`src/rtl/rtfges_pkg.sv`:
```
// Shared types and constants for the RTF group extent scanner.
package rtfges_pkg;

	localparam int DEPTH_WIDTH_DEF = 16;
	localparam int COUNT_WIDTH_DEF = 32;

	localparam logic [7:0] CH_BSLASH = 8'h5C;
	localparam logic [7:0] CH_LBRACE = 8'h7B;
	localparam logic [7:0] CH_RBRACE = 8'h7D;
	localparam logic [7:0] CH_B      = 8'h62;
	localparam logic [7:0] CH_I      = 8'h69;
	localparam logic [7:0] CH_N      = 8'h6E;
	localparam logic [7:0] CH_0      = 8'h30;
	localparam logic [7:0] CH_9      = 8'h39;

	typedef enum logic [2:0] {
		MODE_OUTSIDE = 3'd0,
		MODE_NORMAL  = 3'd1,
		MODE_ESC     = 3'd2,
		MODE_ESC_B   = 3'd3,
		MODE_ESC_BI  = 3'd4,
		MODE_DIGITS  = 3'd5,
		MODE_BINARY  = 3'd6
	} mode_t;

	typedef struct packed {
		logic [7:0] data_byte;
		logic       start_doc;
	} in_item_t;

	typedef struct packed {
		logic [7:0] out_byte;
		logic       inside_res;
		logic       end_mark;
	} out_item_t;

endpackage

```
`src/rtl/rtf_group_extent_scanner.sv`:
```
// RTF group extent scanner: brace depth tracking with escape and bin-count skip.
//
//  channel  dir  handshake                   payload
//  item     in   item_valid / item_ready     rtfges_pkg::in_item_t
//  result   out  result_valid / result_ready rtfges_pkg::out_item_t
//
// One item per cycle while result_ready allows: the scan state updates at the accepting
// edge and the result lands in an output register the same edge.
// A full output register is refilled in the cycle it drains; item_ready only
// drops while the result is held by result_ready low.
// Reset puts the scanner outside any document with depth and count at zero.
module rtf_group_extent_scanner #(
	parameter int DEPTH_WIDTH = rtfges_pkg::DEPTH_WIDTH_DEF,
	parameter int COUNT_WIDTH = rtfges_pkg::COUNT_WIDTH_DEF
) (
	input  logic                  clk,
	input  logic                  arst_n,
	input  logic                  item_valid,
	output logic                  item_ready,
	input  rtfges_pkg::in_item_t  item,
	output logic                  result_valid,
	input  logic                  result_ready,
	output rtfges_pkg::out_item_t result
);

	rtfges_pkg::mode_t        mode_q, mode_d;
	logic [DEPTH_WIDTH-1:0]   depth_q, depth_d, depth_dec;
	logic [COUNT_WIDTH-1:0]   skip_q, skip_d;
	logic [COUNT_WIDTH+3:0]   skip_ext, skip_mac;
	logic                     inside_d, end_d, do_plain, accept;
	logic                     result_valid_q;
	rtfges_pkg::out_item_t    result_q;
	logic [7:0]               b;

	assign b          = item.data_byte;
	assign item_ready = !result_valid_q || result_ready;
	assign accept     = item_valid && item_ready;

	// skip*10 + digit, with headroom to detect saturation
	assign skip_ext = {4'b0000, skip_q};
	assign skip_mac = (skip_ext << 3) + (skip_ext << 1) + (COUNT_WIDTH+4)'(b[3:0]);

	always_comb begin
		mode_d    = mode_q;
		depth_d   = depth_q;
		skip_d    = skip_q;
		inside_d  = 1'b1;
		end_d     = 1'b0;
		do_plain  = 1'b0;
		depth_dec = (depth_q != '0) ? depth_q - DEPTH_WIDTH'(1) : depth_q;
		if (item.start_doc) begin
			mode_d  = rtfges_pkg::MODE_NORMAL;
			depth_d = DEPTH_WIDTH'(1);
			skip_d  = '0;
		end else begin
			case (mode_q)
				rtfges_pkg::MODE_NORMAL: begin
					do_plain = 1'b1;
				end
				rtfges_pkg::MODE_ESC: begin
					mode_d = (b == rtfges_pkg::CH_B) ? rtfges_pkg::MODE_ESC_B
						: rtfges_pkg::MODE_NORMAL;
				end
				rtfges_pkg::MODE_ESC_B: begin
					if (b == rtfges_pkg::CH_I) begin
						mode_d = rtfges_pkg::MODE_ESC_BI;
					end else begin
						mode_d   = rtfges_pkg::MODE_NORMAL;
						do_plain = 1'b1;
					end
				end
				rtfges_pkg::MODE_ESC_BI: begin
					if (b == rtfges_pkg::CH_N) begin
						mode_d = rtfges_pkg::MODE_DIGITS;
						skip_d = '0;
					end else begin
						mode_d   = rtfges_pkg::MODE_NORMAL;
						do_plain = 1'b1;
					end
				end
				rtfges_pkg::MODE_DIGITS: begin
					if (b inside {[rtfges_pkg::CH_0:rtfges_pkg::CH_9]}) begin
						if (skip_mac[COUNT_WIDTH+3:COUNT_WIDTH] != 4'b0000)
							skip_d = '1;
						else
							skip_d = skip_mac[COUNT_WIDTH-1:0];
					end else begin
						mode_d = (skip_q != '0) ? rtfges_pkg::MODE_BINARY
							: rtfges_pkg::MODE_NORMAL;
					end
				end
				rtfges_pkg::MODE_BINARY: begin
					if (skip_q != '0)
						skip_d = skip_q - COUNT_WIDTH'(1);
					if (skip_d == '0)
						mode_d = rtfges_pkg::MODE_NORMAL;
				end
				default: begin
					mode_d   = rtfges_pkg::MODE_OUTSIDE;
					inside_d = 1'b0;
				end
			endcase
		end
		if (do_plain) begin
			if (b == rtfges_pkg::CH_BSLASH) begin
				mode_d = rtfges_pkg::MODE_ESC;
			end else if (b == rtfges_pkg::CH_LBRACE) begin
				if (depth_q != '1)
					depth_d = depth_q + DEPTH_WIDTH'(1);
			end else if (b == rtfges_pkg::CH_RBRACE) begin
				depth_d = depth_dec;
				if (depth_dec == '0) begin
					mode_d = rtfges_pkg::MODE_OUTSIDE;
					end_d  = 1'b1;
				end
			end
		end
	end

	always_ff @(posedge clk or negedge arst_n) begin
		if (!arst_n) begin
			mode_q         <= rtfges_pkg::MODE_OUTSIDE;
			depth_q        <= '0;
			skip_q         <= '0;
			result_valid_q <= 1'b0;
		end else begin
			if (accept) begin
				mode_q         <= mode_d;
				depth_q        <= depth_d;
				skip_q         <= skip_d;
				result_valid_q <= 1'b1;
			end else if (result_ready) begin
				result_valid_q <= 1'b0;
			end
		end
	end

	always_ff @(posedge clk) begin
		if (accept) begin
			result_q.out_byte   <= b;
			result_q.inside_res <= inside_d;
			result_q.end_mark   <= end_d;
		end
	end

	assign result_valid = result_valid_q;
	assign result       = result_q;

	// outside a document exactly when depth is zero
	a_depth_mode: assert property (@(posedge clk) disable iff (!arst_n)
		(mode_q == rtfges_pkg::MODE_OUTSIDE) == (depth_q == '0))
		else $error("depth and mode disagree");

	a_binary_count: assert property (@(posedge clk) disable iff (!arst_n)
		(mode_q == rtfges_pkg::MODE_BINARY) |-> (skip_q != '0))
		else $error("binary skip with zero count");

	a_end_inside: assert property (@(posedge clk) disable iff (!arst_n)
		(result_valid && result.end_mark) |-> result.inside_res)
		else $error("end mark outside the group");

	a_end_leaves: assert property (@(posedge clk) disable iff (!arst_n)
		(accept && end_d) |=> (mode_q == rtfges_pkg::MODE_OUTSIDE))
		else $error("end brace did not leave the document");

	a_hold: assert property (@(posedge clk) disable iff (!arst_n)
		(result_valid && !result_ready) |=> (result_valid && $stable(result)))
		else $error("stalled result lost");

endmodule

```
`config.mk`:
```
export PLATFORM = sky130hd
export DESIGN_NAME = rtf_group_extent_scanner
export DESIGN_NICKNAME = d
export VERILOG_FILES = /design/src/rtl/rtfges_pkg.sv /design/src/rtl/rtf_group_extent_scanner.sv
export SDC_FILE = /design/constraint.sdc
export NUM_CORES = 1
export LEC_CHECK = 0
export ABC_AREA = 1
export BUFFER_PORTS_ARGS = -buffer_cell sky130_fd_sc_hd__buf_2
export CAP_MARGIN = 5
export CORE_MARGIN = 5
export CORE_UTILIZATION = 65
export CTS_CLUSTER_SIZE = 8
export DETAILED_ROUTE_END_ITERATION = 8
export GPL_ROUTABILITY_DRIVEN = 0
export GPL_TIMING_DRIVEN = 0
export MAX_ROUTING_LAYER = met4
export PLACE_DENSITY = 0.84
export SYNTH_ARGS = -nofsm -noshare
export SYNTH_HDL_FRONTEND = slang
export SYNTH_SLANG_ARGS = --single-unit
```
`constraint.sdc`:
```
create_clock -name clk -period 3.49 [get_ports clk]
set_clock_uncertainty 0.15 [all_clocks]
set_input_delay 0.698 -clock clk [delete_from_list [all_inputs] [get_ports clk]]
set_output_delay 0.698 -clock clk [all_outputs]
set_load 0.005 [all_outputs]
```
Yosys cells after proc, flatten, opt, wreduce, memory -nomap -nowiden --
Cells that the tools add are included. W data, S select, Z words.
Storage, ports and cells: register bits after elaboration 62, input port bits 13, logic and storage cells 81
Operators by class: $add $sub $neg 5, $lt $le $gt $ge 2, equal/unequal tests 15, muxes and demuxes 36, bitwise logic cells 2, reduce and logical (&&, ||, !) cells 14
Operator list (number):
- $mux W32 | 7
- $mux W16 | 7
- $pmux W32 S3 | 1
- $eq A8 B7 Y1 const B | 6
- $add A35 B33 Y36 | 1
- $add A36 B4 Y36 | 1
- $mux W3 | 11
- $logic_not A32 Y1 | 1
- $reduce_bool A32 Y1 | 1
- $sub A32 B1 Y32 const B | 1
- $pmux W3 S6 | 1
- $add A16 B1 Y16 const B | 1
- $logic_not A16 Y1 | 1
- $ne A16 B16 Y1 const B | 1
- $reduce_bool A16 Y1 | 1
- $sub A16 B1 Y16 const B | 1
- $eq A3 B3 Y1 const B | 3
- $ge A8 B6 Y1 const B | 1
- $le A8 B6 Y1 const B | 1
- $reduce_bool A4 Y1 | 2
- $mux W1 | 7
- $eq A3 B2 Y1 const B | 2
- $ne A3 B3 Y1 const B | 2
- $reduce_or A6 Y1 | 1
- other kinds (10) | 12

Depth between registers and ports, before layout --
depth after elaboration 13, gate-level depth with buffers 21, mapped depth without buffers 20

Least setup slack after synthesis --
No wires, ideal clock.
path type in2reg, start point input item[4] (netlist name), end point register skip_q[22], library setup time 0.117 ns, arrival time 2.944 ns, slack 0.279 ns, stages 19, buffers on the path 1, path through fa_1 fa_1 nand3_1 nand2_1 nand3_1 nand2_1 nand2_1 nand2_1 nand3_1 nand2_1 nand2_1 nand2_1 nor2_4 buf_6 nand3b_1 nand2_1 nand2_1 nand2_1 nand2_1
Between the ends: word-level cells in the longest chain between the ends 6
Ends and longest elaborated chain:
- start, declared | RTL line rtf_group_extent_scanner.sv:20 | input rtfges_pkg::in_item_t item,
- $add A36 B4 Y36 | RTL line rtf_group_extent_scanner.sv:41 | assign skip_mac = (skip_ext << 3) + (skip_ext << 1) + (COUNT_WIDTH+4)'(b[3:0]);
- $reduce_bool A4 Y1 | RTL line rtf_group_extent_scanner.sv:83 | if (skip_mac[COUNT_WIDTH+3:COUNT_WIDTH] != 4'b0000)
- $mux W32 | RTL line rtf_group_extent_scanner.sv:83
- $mux W32 | RTL line rtf_group_extent_scanner.sv:82 | if (b inside {[rtfges_pkg::CH_0:rtfges_pkg::CH_9]}) begin
- $pmux W32 S3 | RTL line rtf_group_extent_scanner.sv:56 | case (mode_q)
- $mux W32 | RTL line rtf_group_extent_scanner.sv:51 | if (item.start_doc) begin
- end signal, assigned | RTL line rtf_group_extent_scanner.sv:130 | skip_q <= skip_d;
- end, declared | RTL line rtf_group_extent_scanner.sv:28 | logic [COUNT_WIDTH-1:0] skip_q, skip_d;
Parallel ways exist; a longest one is shown, timed or not. The select of a mux whose other input is x is not followed. A chain may end at the register's enable or synchronous reset.

Worst setup path after layout --
start point register skip_q[12], end point register skip_q[26]
Between the ends: word-level cells in the longest chain between the ends 7
Ends and longest elaborated chain (RTL line):
- $add A35 B33 Y36 | rtf_group_extent_scanner.sv:41
- $add A36 B4 Y36 | rtf_group_extent_scanner.sv:41
- $reduce_bool A4 Y1 | rtf_group_extent_scanner.sv:83
- $mux W32 | rtf_group_extent_scanner.sv:83
- $mux W32 | rtf_group_extent_scanner.sv:82
- $pmux W32 S3 * | rtf_group_extent_scanner.sv:56
- $mux W32 * | rtf_group_extent_scanner.sv:51
Mark *: on every way between the ends. The rest lies on a longest branch, timed or not. The select of a mux whose other input is x is not followed.

==> results.yml <==
worst_setup_path:
  cp_common_cell: "nand2_1"
  cp-endpoint: "skip_q[26]$_DFFE_PN0P_"
  required_ns: 3.56
  crit_arrival_ns: 3.48
  crit_path_start: "skip_q[12]$_DFFE_PN0P_"
  rr_worst_depth: 18
  worst-r2r-setup-slack_ns: 0.08
  path_max_fanout: 10
  worstSetupStartpointType: "flop"
  cp_slowest_cell: "dfrtp_1"
  r2r-end: "skip_q[26]$_DFFE_PN0P_"
  crit_path_max_incr_delay_ns: 0.48
  cp-end-kind: "flop"
  critPathKind: "flop to flop"
  path_cells: "ha_1 > ha_1 > a21oi_1 > o21ai_0 > a21oi_1 > o21ai_4 > nand2_1 > nand2_1 > nand2_1 > nand2_1 > nor2_4 > buf_12 > buf_8 > nand3_1 > nand2_1 > nand2_1 > nand2_1 > nand2_1"
  r2r-start: "skip_q[12]$_DFFE_PN0P_"
synth:
  yosys_warnings: 0
  synth_top_area_share_pct: 20.8
  synth_area_leaders: "nand2_1 21%, dfrtp_1 15%, ha_1 9.9%, nand3_1 7.8%, nor2_1 7.6%"
  synth_area_sq_um: 8430
  ys_ff_latch: 62
  synthCells: 1417
  synth-main-ff-cell: "dfrtp_1"
  synth_async_sr_flop_share_pct: 83.9
  synth_top_area_cell: "nand2_1"
  yosysSeqAreaShare_pct: 19.0
  syn_nets: 1499
  synth_area_per_cell_sq_um: 5.95
  synth.distinct_cells: 50
  synth_edf_count: 10
clock_tree:
  htree_levels: 3
  cts_tree: "yes"
  clock_path_buffers: 2
  numCtsBuffers: 9
  clock-root-buffer: "clkbuf_16"
  clk_pin_slew_ns: 0.06
  clock_sinks: 62
  clk_latency_ns: 0.34
timing:
  slew_violations: 0
  final.min_clock_period_ns: 3.41
  maxSlewHeadroom_pct: 32.1
  finalCritPeriodShare_pct: 97.7
  setup_violations: 0
  finalHoldViolations: 0
  worst_pin_slew_ns: 1.02
  fmax_mhz: 293
routing:
  drc: 0
  drtPass1Iterations: 9
  via_per_inst: 6.15
  wl_per_cell_um: 17.2
  ant_nets: 0
  dr.first_iter.drc_count: 1694
  totalWireLength_mm: 28.3
  vias: 10100
cells_and_area:
  final_area_sq_um: 9310
  area_growth_pct: 10.4
  final_util_pct: 73.5
  antenna_cells: 0
  drive_gt1_share_pct: 8.91
  nNetsFinal: 1547
  instances_no_fill: 1642
floorplanning:
  fp.dieW_um: 124
  die_height_um: 124
  start_util_pct: 66.6
  pin_count: 25
  row_count: 41
  coreArea_sq_um: 12700
  die-area_sq_um: 15400
worst_hold_path:
  hold_path.class: "input port to async pin"
pwr:
  totalPowerFinal_w: 0.00243
  p_per_area_nw_per_um2: 261
  ir_drop_mv: 0.262
  leakagePower_nw: 5.02
global_route:
  antenna_found_initial: 0
  grt_pass1_wl_mm: 45.0
  grt_pass1_vias: 9162
  met2_usage_pct: 55.5
  gr-total-overflow: 0
  gr-usage-met1_pct: 52.2
  use_met3_pct: 8.31
  track_usage_pct: 38.1
  grt_max_degree: 53
  busiest_layer: "met2"
outcome:
  status: "finished clean"
place:
  dp.cells: 1613
  dpl-instance-area_sq_um: 8770
  port_buffers: 24
  hpwl_mm: 21.4
flow_run:
  cap_violations: 0
[sequential cells by signal, indices dropped and copies added (netlist names)]
signal,count
depth_q,16
mode_q,3
result,10
result_valid,1
skip_q,32
[kinds of logic after synthesis]
| family | synth area share, % |
|---|---|
| AOI/OAI and AO/OA | 13.1 |
| xor gates and xnor gates | 4.26 |
| adders and majority gates | 10.4 |
| buffers and inverters | 8.66 |
| DFF | 19.0 |
| and+or+nand+nor | 44.6 |
[metrics by stage]
stage / worst slack [ns] / hold slack (ns) / setup TNS (ns)
floorplan: 0.279 / 0.252 / 0
global placement: -0.442 / 0.350 / -11.67
detailed placement: -0.504 / 0.369 / -13.27
CTS: 0.0356 / 0.384 / 0
global route: -0.0604 / 0.330 / -0.112
finish: 0.0792 / 0.281 / 0
[metal layers]
metal	part of all wire (%)	up-vias
met1	41	4484
li1	-	4790
met3	13	132
met4	3.7	0
met5	0	-
met2	42	685
[cells in the final DEF, fill, tap and decap left out, types with 3 or more instances in the layout]
cell type / n
a211oi_1: 3
a21o_1: 7
a21oi_1: 63
a21oi_2: 3
a31oi_1: 8
buf_2: 33
buf_4: 8
buf_6: 8
clkbuf_1: 24
clkbuf_16: 9
clkinv_1: 5
dfrtp_1: 46
dfrtp_2: 6
edfxtp_1: 10
ha_1: 65
inv_1: 128
inv_2: 6
nand2_1: 463
nand2_2: 11
nand3_1: 131
nand3b_1: 13
nand4_1: 30
nor2_1: 170
nor2_2: 14
nor2_4: 6
nor3_1: 21
nor3_2: 4
o211ai_1: 9
o21ai_0: 61
o21ai_1: 11
o21bai_1: 3
o221ai_1: 3
o22ai_1: 8
xnor2_1: 17
xor2_1: 24
[area by class of cell]
class / count / area, sq um
repair buffers: 37 / 264
multi-input cells: 1178 / 6180
well taps: 172 / 215
plain buffers: 40 / 235
clock inverters: 6 / 62.6
fillers: 1130 / 3360
clock buffers: 10 / 229
flip-flops and latches: 62 / 1610
inverters: 137 / 514
[worst min-delay path by stage]
stage / startpoint / to / cells past startpoint
2_1_floorplan: arst_n / depth_q[0]$_DFFE_PN0P_ / 0
3_3_place_gp: result_valid$_DFFE_PN0P_ / result_valid$_DFFE_PN0P_ / 2
3_5_place_dp: result_valid$_DFFE_PN0P_ / result_valid$_DFFE_PN0P_ / 2
4_1_cts: result_valid$_DFFE_PN0P_ / result_valid$_DFFE_PN0P_ / 2
5_1_grt: arst_n / skip_q[31]$_DFFE_PN0P_ / 1
6_report: arst_n / skip_q[29]$_DFFE_PN0P_ / 1
[critical path: cells and delay by family (launching register included)]
kind | cells | cell delay [ns]
buffers and inverters | 2 | 0.28
and+or+nand+nor | 10 | 0.82
AOI/OAI and AO/OA | 4 | 0.85
adders and majority gates | 2 | 0.69
DFF | 1 | 0.48
[timing repair]
| action | in CTS | in global routing |
|---|---|---|
| gates resized for setup | 7 | 25 |
| hold buffers | 0 | 0 |
| buffers inserted | 4 | 6 |
| cloned | 1 | 2 |
| endpoints found under the setup margin | 32 | 32 |
| pin swaps | 2 | 7 |
[power by group]
group | leakage (nW) | switching [W] | internal [W] | total, W
clock network | 0.138 | 0.000346 | 0.000550 | 0.000896
registers | 0.788 | 0.0000644 | 0.000790 | 0.000854
logic | 4.09 | 0.000477 | 0.000207 | 0.000684
[synth_stat cells, types with 9 or more instances]
| cell type | number |
|---|---|
| o211ai_1 | 9 |
| nor2_1 | 171 |
| dfrtp_1 | 52 |
| a21oi_1 | 65 |
| nor3_1 | 23 |
| nand3b_1 | 13 |
| o21ai_0 | 63 |
| inv_1 | 128 |
| nand4_1 | 30 |
| nand3_1 | 131 |
| edfxtp_1 | 10 |
| xor2_1 | 24 |
| o21ai_1 | 9 |
| clkbuf_1 | 23 |
| xnor2_1 | 17 |
| ha_1 | 67 |
| nand2_1 | 468 |
| nor2_2 | 13 |
(Power assumes the default switching activity.)
